**src/hw/rtl/tcd_pkg.sv**
```systemverilog
package tcd_pkg;

    localparam int PITCH_W     = 16;
    localparam int DIFF_W      = PITCH_W + 1;
    localparam int TIME_W      = 32;
    localparam int TIMEOUT_W   = 16;
    localparam int ALPHA_W     = 17;
    localparam int ALPHA_SHIFT = 16;
    localparam int PROD_W      = PITCH_W + ALPHA_W;
    localparam int CFG_IDX_W   = 2;
    localparam int CFG_DATA_W  = 17;

    localparam logic [ALPHA_W-1:0]   ALPHA_ONE         = 17'h10000;
    localparam logic [ALPHA_W-1:0]   ALPHA_RESET       = 17'd6554;
    localparam logic [TIMEOUT_W-1:0] TIMEOUT_RESET     = 16'd1000;
    localparam logic [PITCH_W-1:0]   THRESHOLD_RESET   = 16'd0;

    typedef enum logic [CFG_IDX_W-1:0] {
        CFG_ENABLE_THRESHOLD  = 2'd0,
        CFG_DISABLE_THRESHOLD = 2'd1,
        CFG_HOLD_MS           = 2'd2,
        CFG_ALPHA             = 2'd3
    } cfg_index_t;

    typedef struct packed {
        logic signed [PITCH_W-1:0] enable_threshold;
        logic signed [PITCH_W-1:0] disable_threshold;
        logic [TIMEOUT_W-1:0]      hold_ms;
        logic [ALPHA_W-1:0]        alpha;
    } cfg_t;

    typedef struct packed {
        logic                      kind;
        logic signed [PITCH_W-1:0] pitch;
        logic [TIME_W-1:0]         time_ms;
    } item_t;

    typedef struct packed {
        logic                      climbing;
        logic                      drop_clear;
        logic signed [PITCH_W-1:0] bias_out;
    } result_t;

endpackage

```
**src/hw/rtl/tcd_if.sv**
```systemverilog
interface tcd_sample_if;
    logic                                 valid;
    logic                                 ready;
    logic                                 kind;
    logic signed [tcd_pkg::PITCH_W-1:0]   pitch;
    logic [tcd_pkg::TIME_W-1:0]           time_ms;

    modport source (output valid, kind, pitch, time_ms, input ready);
    modport sink (input valid, kind, pitch, time_ms, output ready);
endinterface

interface tcd_result_if;
    logic                                 valid;
    logic                                 ready;
    logic                                 climbing;
    logic                                 drop_clear;
    logic signed [tcd_pkg::PITCH_W-1:0]   bias_out;

    modport source (output valid, climbing, drop_clear, bias_out, input ready);
    modport sink (input valid, climbing, drop_clear, bias_out, output ready);
endinterface

interface tcd_cfg_if;
    logic                                 valid;
    logic                                 ready;
    logic [tcd_pkg::CFG_IDX_W-1:0]        index;
    logic [tcd_pkg::CFG_DATA_W-1:0]       data;

    modport source (output valid, index, data, input ready);
    modport sink (input valid, index, data, output ready);
endinterface

```
**src/hw/rtl/tcd_cfg_regs.sv**
```systemverilog
module tcd_cfg_regs (
    input  logic          clk,
    input  logic          rst_n,
    tcd_cfg_if.sink       cfg,
    output tcd_pkg::cfg_t cfg_out
);

    tcd_pkg::cfg_t cfg_reg;

    assign cfg.ready = 1'b1;
    assign cfg_out   = cfg_reg;

    always_ff @(posedge clk or negedge rst_n)
    begin
        if (!rst_n)
        begin
            cfg_reg.enable_threshold  <= tcd_pkg::THRESHOLD_RESET;
            cfg_reg.disable_threshold <= tcd_pkg::THRESHOLD_RESET;
            cfg_reg.hold_ms           <= tcd_pkg::TIMEOUT_RESET;
            cfg_reg.alpha             <= tcd_pkg::ALPHA_RESET;
        end
        else if (cfg.valid)
        begin
            case (tcd_pkg::cfg_index_t'(cfg.index))
                tcd_pkg::CFG_ENABLE_THRESHOLD:
                    cfg_reg.enable_threshold <= cfg.data[tcd_pkg::PITCH_W-1:0];
                tcd_pkg::CFG_DISABLE_THRESHOLD:
                    cfg_reg.disable_threshold <= cfg.data[tcd_pkg::PITCH_W-1:0];
                tcd_pkg::CFG_HOLD_MS:
                    cfg_reg.hold_ms <= cfg.data[tcd_pkg::TIMEOUT_W-1:0];
                tcd_pkg::CFG_ALPHA:
                    cfg_reg.alpha <= cfg.data[tcd_pkg::ALPHA_W-1:0];
                default:
                    cfg_reg <= cfg_reg;
            endcase
        end
    end

endmodule

```
**src/hw/rtl/tcd_core.sv**
```systemverilog
module tcd_core (
    input  logic             clk,
    input  logic             rst_n,
    input  logic             fire,
    input  tcd_pkg::item_t   item,
    input  tcd_pkg::cfg_t    cfg,
    output tcd_pkg::result_t res
);

    logic                                 climb_flag_reg, climb_flag_next;
    logic signed [tcd_pkg::PITCH_W-1:0]   pitch_bias_reg, pitch_bias_next;
    logic [tcd_pkg::TIME_W-1:0]           climb_start_reg, climb_start_next;

    logic signed [tcd_pkg::DIFF_W-1:0]    d;
    logic signed [tcd_pkg::DIFF_W-1:0]    diff;
    logic [tcd_pkg::TIME_W-1:0]           elapsed;
    logic                                 start_climb;
    logic                                 end_climb;
    logic                                 flag_a;
    logic signed [tcd_pkg::PITCH_W-1:0]   bias_a;
    logic [tcd_pkg::PITCH_W-1:0]          mag;
    logic [tcd_pkg::ALPHA_W-1:0]          weight;
    logic [tcd_pkg::PROD_W-1:0]           prod;
    logic [tcd_pkg::DIFF_W-1:0]           delta;
    logic [tcd_pkg::DIFF_W-1:0]           bias_sum;

    always_comb
    begin
        d = {item.pitch[tcd_pkg::PITCH_W-1], item.pitch}
            - {pitch_bias_reg[tcd_pkg::PITCH_W-1], pitch_bias_reg};
        elapsed     = item.time_ms - climb_start_reg;
        start_climb = !climb_flag_reg
            && (d < $signed({cfg.enable_threshold[tcd_pkg::PITCH_W-1],
                             cfg.enable_threshold}));
        end_climb   = climb_flag_reg
            && (d >= $signed({cfg.disable_threshold[tcd_pkg::PITCH_W-1],
                              cfg.disable_threshold}))
            && (elapsed > {{(tcd_pkg::TIME_W-tcd_pkg::TIMEOUT_W){1'b0}}, cfg.hold_ms});

        flag_a = (climb_flag_reg || start_climb) && !end_climb;
        bias_a = end_climb ? '0 : pitch_bias_reg;

        // follow pitch by exponential average, magnitude rounded toward zero
        diff = {item.pitch[tcd_pkg::PITCH_W-1], item.pitch}
            - {bias_a[tcd_pkg::PITCH_W-1], bias_a};
        mag  = diff[tcd_pkg::DIFF_W-1] ? tcd_pkg::PITCH_W'(-diff)
                                       : diff[tcd_pkg::PITCH_W-1:0];
        weight = (cfg.alpha > tcd_pkg::ALPHA_ONE) ? tcd_pkg::ALPHA_ONE : cfg.alpha;
        prod   = {{tcd_pkg::ALPHA_W{1'b0}}, mag} * {{tcd_pkg::PITCH_W{1'b0}}, weight};
        delta  = prod[tcd_pkg::ALPHA_SHIFT +: tcd_pkg::DIFF_W];
        bias_sum = diff[tcd_pkg::DIFF_W-1]
            ? {bias_a[tcd_pkg::PITCH_W-1], bias_a} - delta
            : {bias_a[tcd_pkg::PITCH_W-1], bias_a} + delta;

        if (item.kind)
        begin
            climb_flag_next  = 1'b0;
            pitch_bias_next  = '0;
            climb_start_next = climb_start_reg;
        end
        else
        begin
            climb_flag_next  = flag_a;
            pitch_bias_next  = flag_a ? bias_a : bias_sum[tcd_pkg::PITCH_W-1:0];
            climb_start_next = start_climb ? item.time_ms : climb_start_reg;
        end

        res.climbing   = climb_flag_next;
        res.drop_clear = item.kind || climb_flag_next;
        res.bias_out   = pitch_bias_next;
    end

    always_ff @(posedge clk or negedge rst_n)
    begin
        if (!rst_n)
        begin
            climb_flag_reg  <= 1'b0;
            pitch_bias_reg  <= '0;
            climb_start_reg <= '0;
        end
        else if (fire)
        begin
            climb_flag_reg  <= climb_flag_next;
            pitch_bias_reg  <= pitch_bias_next;
            climb_start_reg <= climb_start_next;
        end
    end

endmodule

```
**src/hw/rtl/tilt_climb_detector.sv**
```systemverilog
// Tilt climb detector.
// Channels: sample (sink) takes tick and clear items carrying kind, pitch
// (signed Q4.12 rad) and time_ms; result (source) gives climbing, drop_clear
// and bias_out for every item, in order; cfg (sink) writes the four
// configuration registers by index and is always ready.
// An accepted item is held in an input register; the climb decision, the
// bias update (one 16x17 multiply) and the state write all happen when it
// moves on, as the result is loaded into the output register. Throughput:
// one item per cycle while result.ready stays high, limited by the update
// of the climb state and bias between the two registers.
// Reset clears the climb flag, bias and start time, empties both registers
// and restores the default thresholds, timeout and alpha.
// When the receiver stalls, the result holds in the output register and one
// further item may wait in the input register before sample.ready drops.
module tilt_climb_detector (
    input  logic          clk,
    input  logic          rst_n,
    tcd_sample_if.sink    sample,
    tcd_result_if.source  result,
    tcd_cfg_if.sink       cfg
);

    tcd_pkg::cfg_t    cfg_cur;
    tcd_pkg::result_t core_res;

    logic             s1_valid_reg;
    tcd_pkg::item_t   s1_item_reg;
    logic             out_valid_reg;
    tcd_pkg::result_t out_res_reg;

    logic             res_free;
    logic             s1_fire;
    logic             sample_fire;

    assign res_free    = !out_valid_reg || result.ready;
    assign s1_fire     = s1_valid_reg && res_free;
    assign sample.ready = !s1_valid_reg || s1_fire;
    assign sample_fire = sample.valid && sample.ready;

    tcd_cfg_regs u_cfg (
        .clk     (clk),
        .rst_n   (rst_n),
        .cfg     (cfg),
        .cfg_out (cfg_cur)
    );

    tcd_core u_core (
        .clk   (clk),
        .rst_n (rst_n),
        .fire  (s1_fire),
        .item  (s1_item_reg),
        .cfg   (cfg_cur),
        .res   (core_res)
    );

    always_ff @(posedge clk or negedge rst_n)
    begin
        if (!rst_n)
        begin
            s1_valid_reg <= 1'b0;
        end
        else if (sample.ready)
        begin
            s1_valid_reg <= sample.valid;
        end
    end

    always_ff @(posedge clk)
    begin
        if (sample_fire)
        begin
            s1_item_reg.kind    <= sample.kind;
            s1_item_reg.pitch   <= sample.pitch;
            s1_item_reg.time_ms <= sample.time_ms;
        end
    end

    always_ff @(posedge clk or negedge rst_n)
    begin
        if (!rst_n)
        begin
            out_valid_reg <= 1'b0;
        end
        else if (s1_fire)
        begin
            out_valid_reg <= 1'b1;
        end
        else if (result.ready)
        begin
            out_valid_reg <= 1'b0;
        end
    end

    always_ff @(posedge clk)
    begin
        if (s1_fire)
        begin
            out_res_reg <= core_res;
        end
    end

    assign result.valid      = out_valid_reg;
    assign result.climbing   = out_res_reg.climbing;
    assign result.drop_clear = out_res_reg.drop_clear;
    assign result.bias_out   = out_res_reg.bias_out;

endmodule

```
**src/flat_wrapper.sv**
```systemverilog
// flat-port wrapper written by rule: the top's interface ports become plain ports
module tilt_climb_detector_flat 
  (clk, rst_n, sample_valid, sample_kind, sample_pitch, sample_time_ms, sample_ready, result_valid, result_climbing, result_drop_clear, result_bias_out, result_ready, cfg_valid, cfg_index, cfg_data, cfg_ready);
  tcd_sample_if sample_i ();
  tcd_result_if result_i ();
  tcd_cfg_if cfg_i ();
  input  logic clk;
  input  logic rst_n;
  input wire logic [$bits(sample_i.valid)-1:0] sample_valid;
  input wire logic [$bits(sample_i.kind)-1:0] sample_kind;
  input wire logic [$bits(sample_i.pitch)-1:0] sample_pitch;
  input wire logic [$bits(sample_i.time_ms)-1:0] sample_time_ms;
  output wire logic [$bits(sample_i.ready)-1:0] sample_ready;
  output wire logic [$bits(result_i.valid)-1:0] result_valid;
  output wire logic [$bits(result_i.climbing)-1:0] result_climbing;
  output wire logic [$bits(result_i.drop_clear)-1:0] result_drop_clear;
  output wire logic [$bits(result_i.bias_out)-1:0] result_bias_out;
  input wire logic [$bits(result_i.ready)-1:0] result_ready;
  input wire logic [$bits(cfg_i.valid)-1:0] cfg_valid;
  input wire logic [$bits(cfg_i.index)-1:0] cfg_index;
  input wire logic [$bits(cfg_i.data)-1:0] cfg_data;
  output wire logic [$bits(cfg_i.ready)-1:0] cfg_ready;
  assign sample_i.valid = sample_valid;
  assign sample_i.kind = sample_kind;
  assign sample_i.pitch = sample_pitch;
  assign sample_i.time_ms = sample_time_ms;
  assign sample_ready = sample_i.ready;
  assign result_valid = result_i.valid;
  assign result_climbing = result_i.climbing;
  assign result_drop_clear = result_i.drop_clear;
  assign result_bias_out = result_i.bias_out;
  assign result_i.ready = result_ready;
  assign cfg_i.valid = cfg_valid;
  assign cfg_i.index = cfg_index;
  assign cfg_i.data = cfg_data;
  assign cfg_ready = cfg_i.ready;
  tilt_climb_detector u_core (.clk(clk), .rst_n(rst_n), .sample(sample_i), .result(result_i), .cfg(cfg_i));
endmodule
```
**config.mk**
```make
export PLATFORM = sky130hd
export DESIGN_NAME = tilt_climb_detector_flat
export DESIGN_NICKNAME = d
export VERILOG_FILES = /design/src/hw/rtl/tcd_pkg.sv /design/src/hw/rtl/tcd_if.sv /design/src/hw/rtl/tcd_cfg_regs.sv /design/src/hw/rtl/tcd_core.sv /design/src/hw/rtl/tilt_climb_detector.sv /design/src/flat_wrapper.sv
export SDC_FILE = /design/constraint.sdc
export NUM_CORES = 1
export LEC_CHECK = 0
export ABC_CLOCK_PERIOD_IN_PS = 15000
export BUFFER_PORTS_ARGS = -buffer_cell sky130_fd_sc_hd__buf_4
export CORE_MARGIN = 1.5
export CORE_UTILIZATION = 40
export CTS_BUF_LIST = sky130_fd_sc_hd__clkbuf_4
export DETAILED_ROUTE_END_ITERATION = 8
export GPL_TIMING_DRIVEN = 0
export PLACE_DENSITY_LB_ADDON = 0.25
export SYNTH_ARGS = -nofsm -noshare
export SYNTH_HDL_FRONTEND = slang
export SYNTH_SLANG_ARGS = --single-unit
```
**constraint.sdc**
```tcl
create_clock -name clk -period 15 [get_ports clk]
set_input_delay 2.25 -clock clk [delete_from_list [all_inputs] [get_ports clk]]
set_output_delay 2.25 -clock clk [all_outputs]
set_load 0.02 [all_outputs]
```
* After elaboration in Yosys (flattened, before gate mapping)
Cells that the tools add are included.
Storage, ports and cells: bits in registers 183, output and inout bits 21, logic and storage cells 60
Cells by class: $add $sub $neg 6, multiply operators 1, magnitude comparators 4, equal/unequal tests 3, multiplexer cells 9, bitwise gates (word level) 1, reduce and logical (&&, ||, !) cells 21
Operators with widths (count):
- $mux 16 | 5
- $sub 16x16->17 | 2
- $gt 32x16->1 | 1
- $mul 16x17->32 | 1
- $sub 32x32->32 | 1
- $ge 17x16->1 | 1
- $gt 17x17->1 const B | 1
- $lt 17x16->1 | 1
- $mux 17 | 1
- $add 16x16->16 | 1
- $neg 16->16 | 1
- $sub 16x16->16 | 1
- $reduce_and 2->1 | 4
- $logic_and 1x1->1 | 6
- $eq 2x2->1 const B | 2
- $logic_not 1->1 | 4
- $logic_or 1x1->1 | 4
- $mux 1 | 3
- $reduce_and 3->1 | 1
- $eq 2x1->1 const B | 1
- $logic_not 2->1 | 1
- $reduce_bool 2->1 | 1
- $not 1->1 | 1

* Depth between registers and ports, before layout
Gate-level depths: netlist of the first run.
word-level depth 13, depth in mapped cells 75

* Hierarchy
A second synthesis of the first run with hierarchy kept.
Second synthesis, totals: cell total of the unflattened synthesis 2415, area, all modules 21858.5 um2
Modules (own cells, without submodules):
- tcd_core | instances 1, cells an instance 2200, area an instance 17261.6 um2
- tcd_cfg_regs | instances 1, cells an instance 140, area an instance 2481.1 um2
- tilt_climb_detector | instances 1, cells an instance 75, area an instance 2115.8 um2

* Worst setup path before layout of the first run
Ideal clock, no wire load.
path kind reg-to-reg, from reg u_core.s1_item_reg[0] (netlist bit), to reg u_core.out_res_reg, in the netlist u_core.result.bias_out[15], data pin, library setup time 146 ps, data arrival time 16407 ps, data required time 14854 ps, setup slack -1553 ps, stages on the path, launching flop included 70, buffers on the path 3, path through edfxtp_1 -> inv_1 -> ha_1 -> inv_1 -> fa_1 -> a211oi_1 -> o21ai_0 -> a21oi_1 -> o21bai_1 -> a21oi_1 -> xnor2_1 -> ha_1 -> o21ai_0 -> o21ai_0 -> o211ai_1 -> a21oi_1 -> or3_1 -> a21oi_1 -> [34 not listed] -> buf_6 -> and3_1 -> or4_4 -> or3_1 -> o21ai_0 -> xnor2_1 -> ha_1 -> or2_2 -> a21oi_1 -> a31oi_1 -> and2_1 -> o21a_1 -> o21ai_0 -> nand2b_1 -> a21oi_1 -> xor3_1 -> or3_1 -> a21oi_1
RTL lines:
- start: declaration | RTL line tilt_climb_detector.sv:27 | tcd_pkg::item_t s1_item_reg;
- end signal: assignment | RTL line tilt_climb_detector.sv:98 | out_res_reg <= core_res;
- end: declaration | RTL line tilt_climb_detector.sv:29 | tcd_pkg::result_t out_res_reg;

==> results of run 1 <==
-- cell type report --
cell class / instances / area [sq um] / share of cell area [%]
inverter: 409 / 1540 / 5.98
multi-input combinational: 1722 / 16200 / 63.2
tap: 688 / 861 / 3.35
clock inverter: 14 / 220 / 0.858
clock buffer: 18 / 135 / 0.526
sequential: 183 / 4930 / 19.2
timing repair buffer: 182 / 1440 / 5.60
buffer: 65 / 324 / 1.26
antenna: 1 / 2.50 / 0.00975
-- cell usage in the layout (no fill, tap or decap), types with 12 or more instances in the layout --
cell type  instances
xnor2_1           35
o211ai_1          15
xor2_1            15
fa_1             200
a22o_1            13
a21oi_1           61
dfrtp_1          101
xnor2_2           12
nor2_1           129
edfxtp_1          67
o21ai_2           12
a21o_1            46
nor3_1            14
and3_1            15
and2_1            57
ha_1             214
o21ai_0           64
o21a_1            16
a21oi_2           23
a211oi_1          12
dfstp_2           13
o21ai_1           17
buf_4            176
nand2_1          312
clkbuf_1          43
nand3_1           25
mux2_2            81
inv_1            403
nand2b_1          24
clkbuf_4          24
-- what timing repair did --
item                       4_1_cts  5_1_grt
pin swaps                       74       52
setup endpoints to repair       31       27
resized for setup              143      157
gates cloned                     1        0
buffers inserted                61       28
-- routing by layer --
metal	vias up	track usage, %	part of all wire (%)
met5	-	0	0
met4	0	7.94	3.5
li1	8296	-	-
met3	108	2.64	4.9
met1	9047	28.5	43
met2	539	38.5	49
-- through the flow --
stage	instances	hold slack (ps)
6_report	3282	515
4_1_cts	3257	521
5_1_grt	3282	534
2_1_floorplan	2383	457
3_3_place_gp	3163	474
3_5_place_dp	3165	488
-- worst max-delay path, delay by kind of cell (launching register included) --
| family | cells | cell delay [ps] |
|---|---|---|
| and+or+nand+nor | 16 | 4410 |
| buffers and inverters | 10 | 1050 |
| xor gates and xnor gates | 4 | 1110 |
| AOI/OAI and AO/OA | 24 | 3860 |
| DFF | 1 | 450 |
| adders and majority gates | 13 | 5020 |
-- cell families after synthesis --
family	Yosys count	synth area share [%]
flops	183	22.8
fa+ha+maj	437	32.6
other cells	1	0.0174
xor+xnor	88	3.71
compound gates	421	13.2
buf+inv	478	8.41
mux	82	4.27
simple gates	693	14.9
-- how the worst max path moves through the flow --
stage,start,end,slack (ps)
2_1_floorplan,u_core.s1_item_reg[0],u_core.result.bias_out[15],-50
3_3_place_gp,u_core.u_core.pitch_bias_reg[0],u_core.result.bias_out[15],-2850
3_5_place_dp,u_core.u_core.pitch_bias_reg[0],u_core.result.bias_out[15],-3130
4_1_cts,u_core.s1_item_reg[0],u_core.result.bias_out[15],-1130
5_1_grt,u_core.s1_item_reg[0],u_core.result.bias_out[15],-1620
6_report,u_core.s1_item_reg[0],u_core.result.bias_out[15],-1040
==> out/qor.csv, run 1 <==
metric;value;unit
port-buffer-count;92;
cp-start-kind;flip-flop;
vias;17990;
final-hold-violation-count;0;
cts.clk_slew.worst_paths;150;ps
die-area;55400;sq um
hold_depth;1;
antenna_left;0;
worst-slew-pin-transition;899;ps
first_global_vias;18584;
cts_tree;built;
grt_pass1_wl;97300;um
seq_area_frac_synth;22.8;%
die_w;235;um
slew_headroom;39.7;%
path_class;flip-flop to flip-flop;
final_core_utilization;48.5;%
max_stage_delay;630;ps
grt_use_total;22.2;%
root_buffer;clkbuf_4;
worstPathArrival;16530;ps
synthFlopType;dfrtp_1;
synth_edf_count;67;
netlist_top_cells_count;inv_1 (409), nand2_1 (320), ha_1 (227);
slew_viol_final;0;
grt-ovfl-total;0;
area_growth;19.0;%
max_cap_violations;0;
avgSynthCellArea;9.06;sq um
clock_skew;33.1;ps
fin_area;25700;sq um
first_pass_iters;7;
finalCritPeriodShare;107;%
synth.most_common_cell;inv_1;
cp.required;15490;ps
pin_count;94;
async_flop_share;63.4;%
cts_buffers;17;
antenna_found_initial;4;
grt_max_degree;99;
fin_ws;-1040;ps
worst_hold_path_type;flip-flop to flip-flop;
placed_area;23300;sq um
post-route-min-period;16040;ps
grt_setup_unrepaired;yes;
rows;84;
synth.distinct_cells;83;
rrSetupSlack;-1040;ps
crit_slowest_cell;fa_2;
drt_iter0_drc;1052;
syn_inst;2383;
status;complete, but fails checks;
clock_sinks;183;
layout-drive-gt1-share;20.9;%
final.fill_count;5059;
coreArea;53000;sq um
synth_top_area_cell;fa_1;
dp_hpwl;48100;um
timing.rr.start;u_core.s1_item_reg[0];
htreeDepth;4;
layout.nets;3090;
syn_area;21600;sq um
postCtsHoldBufs;0;
wire_per_inst;18.6;um
fmax;0.0623;GHz
gp_congestion;0.946;
synth_top_cell_area_share;19.5;%
wl;61100;um
clockBufferDepth;2;
setup_viol;9;
hp-start;u_core.s1_valid_reg;
r2r_cells;67;
setup_tns;-3930;ps
routed_via_density;5.48;
path_max_fanout;9;
ys_warn_count;0;
synth_area_leaders;fa_1 (19%), ha_1 (13%), dfrtp_1 (12%), edfxtp_1 (9.3%), inv_1 (7.1%);
insertion_delay;650;ps
critPathMostFrequentCell;fa_1;
dieHeight;235;um
reg2reg_to;u_core.result.bias_out[15];
synth_seq_cells;183;
start_util;40.7;%
dp_slack;-3130;ps
largest_reg_flops;65;
violations;setup timing;
drc_errors;0;
endpoint_kind;flip-flop;
synth_nets;2893;
holdPathEnd;u_core.result.valid;
Power of run 1 is not shown: default switching activity piles up to over one toggle a cycle in this logic, so the estimate is an artifact.
==> run 2: changes to the inputs <==
Settings changed: BUFFER_PORTS_ARGS -buffer_cell sky130_fd_sc_hd__buf_4 to not set, DONT_BUFFER_PORTS set to 1.
==> run 2 against run 1 <==
Against the previous run: the run still ends with setup timing left; utilization is 2.3 points lower; via count is 4.1% lower; die area is the same; sequential share of layout area up 0.97 points; clock skew grew 9.9 ps; setup slack lost 30 ps; global-route usage down 0.15 points; maximum frequency decreased by 0.18%; first-iteration DRC count shrank 9.4%; wire length fell by 0.76%.
==> out/qor.csv, run 2 (same netlist as run 1, synthesis figures left out) <==
metric;value;unit;change
status;complete, but fails checks;;
violations;setup timing;;
area_growth;13.3;%;
layout-drive-gt1-share;15.9;%;-4.9 points
cts.clk_slew.worst_paths;170;ps;+20 ps
insertion_delay;660;ps;about the same
layout.nets;2980;;-3.6%
cp.required;15560;ps;+70 ps
pin_count;94;;unchanged
largest_reg_flops;65;;unchanged
worst_hold_path_type;flip-flop to flip-flop;;
final_common_cell;inv_1;;
antenna_left;0;;unchanged
start_util;40.7;%;unchanged
grt_max_degree;117;;+18%
rows;84;;unchanged
finalCritPeriodShare;107;%;+0.20 points
antenna_found_initial;2;;-2
stdcell_count;3173;;-3.3%
worst-slew-pin-transition;912;ps;+12.7 ps
wire_per_inst;19.1;um;+2.6%
max_stage_delay;610;ps;-20 ps
path_class;flip-flop to flip-flop;;
first_pass_iters;6;;-1
worstPathArrival;16640;ps;+110 ps
coreArea;53000;sq um;unchanged
final-hold-violation-count;0;;unchanged
path_max_fanout;6;;-3
cp-start-kind;flip-flop;;
setup_viol;11;;+2
fin_ws;-1070;ps;-29.6 ps
slew_viol_final;0;;unchanged
die-area;55400;sq um;unchanged
place_inst;3072;;-2.9%
gp_congestion;0.944;;-0.19%
dp_hpwl;48400;um;+0.48%
port-buffer-count;0;;-100%
wl;60600;um;-0.76%
clockBufferDepth;2;;unchanged
final_core_utilization;46.2;%;-2.3 points
clock_skew;42.9;ps;+9.87 ps
grt-ovfl-total;0;;unchanged
clock_sinks;183;;unchanged
dieHeight;235;um;unchanged
drc_errors;0;;unchanged
max_cap_violations;0;;unchanged
post-route-min-period;16070;ps;+29.6 ps
grt_use_total;22.0;%;-0.15 points
slew_headroom;38.8;%;-0.93 points
vias;17256;;-4.1%
die_w;235;um;unchanged
cts_buffers;17;;unchanged
fmax;0.0622;GHz;-0.18%
routed_via_density;5.44;;-0.78%
root_buffer;clkbuf_4;;
grt_pass1_wl;95800;um;-1.6%
cts_tree;built;;
endpoint_kind;flip-flop;;
htreeDepth;4;;unchanged
critPathMostFrequentCell;inv_2;;
first_global_vias;17902;;-3.7%
crit_slowest_cell;fa_2;;
grt_setup_unrepaired;yes;;
layout_common_cells;inv_1 (402), nand2_1 (314), ha_1 (217);;
drt_iter0_drc;953;;-9.4%
## run 2: changes by cell type in the layout (fill, tap and decap cells not counted), sizes merged
cell	delta
clkinvlp	+1
clkbuf	+1
diode	+1
buf	-111
inv	+4
bufinv	-5
## run 2: final timing paths
path,from,to,slack (ps),depth (start not counted)
max,u_core.s1_item_reg[0],u_core.u_core.pitch_bias_reg[15],-1070,72
min,u_core.s1_item_reg[15],u_core.u_core.climb_start_reg[15],520,1
max reg2reg,u_core.s1_item_reg[0],u_core.u_core.pitch_bias_reg[15],-1070,72
min reg2reg,u_core.s1_item_reg[15],u_core.u_core.climb_start_reg[15],520,1
max in group asynchronous,rst_n,u_core.u_cfg.cfg_out[20],13460,0
min in group asynchronous,rst_n,u_core.u_core.pitch_bias_reg[4],1260,0
## run 2: final cells by class
type / instances / area, sq um
diodes: 2 / 5.00
plain buffers: 64 / 320
clock buffers: 18 / 135
clock inverters: 14 / 115
fillers: 5163 / 28500
inverters: 409 / 1540
multi-input cells: 1722 / 16000
flip-flops and latches: 183 / 4930
well taps: 688 / 861
repair buffers: 73 / 581
## run 2: worst max-delay path: cells and delay by family, from the launching register on
| family | cells | cell delay (ps) |
|---|---|---|
| flops | 1 | 460 |
| buf+inv | 13 | 1310 |
| fa+ha+maj | 13 | 4870 |
| simple gates | 18 | 4430 |
| xor+xnor | 5 | 970 |
| compound gates | 23 | 3910 |
## run 2: stage by stage
stage          area, sq um  hold WS [ps]  setup TNS, ps  worst slack [ps]
2_1_floorplan        21700           457          -47.9             -47.9
3_3_place_gp         22600           474         -48360             -2830
3_5_place_dp         22600           493         -53380             -3110
4_1_cts              24000           526          -4830             -1000
5_1_grt              24400           532         -12190             -1580
6_report             24400           520          -4250             -1070
## run 2: routing by layer
metal,global-route usage (%),wire length [um],part of all wire [%]
met5,0,0,0
met4,7.06,1770,2.9
met3,2.53,3100,5.1
met2,39.1,30000,49
met1,28.0,25800,43
## run 2: what timing repair did
| action | in CTS | in global routing |
|---|---|---|
| hold buffers | 0 | 0 |
| gates cloned | 1 | 0 |
| pin swaps | 61 | 41 |
| buffers inserted | 55 | 16 |
| resized for setup | 151 | 83 |
| endpoints found under the setup margin | 30 | 26 |
Power of run 2 is left out for the same reason.
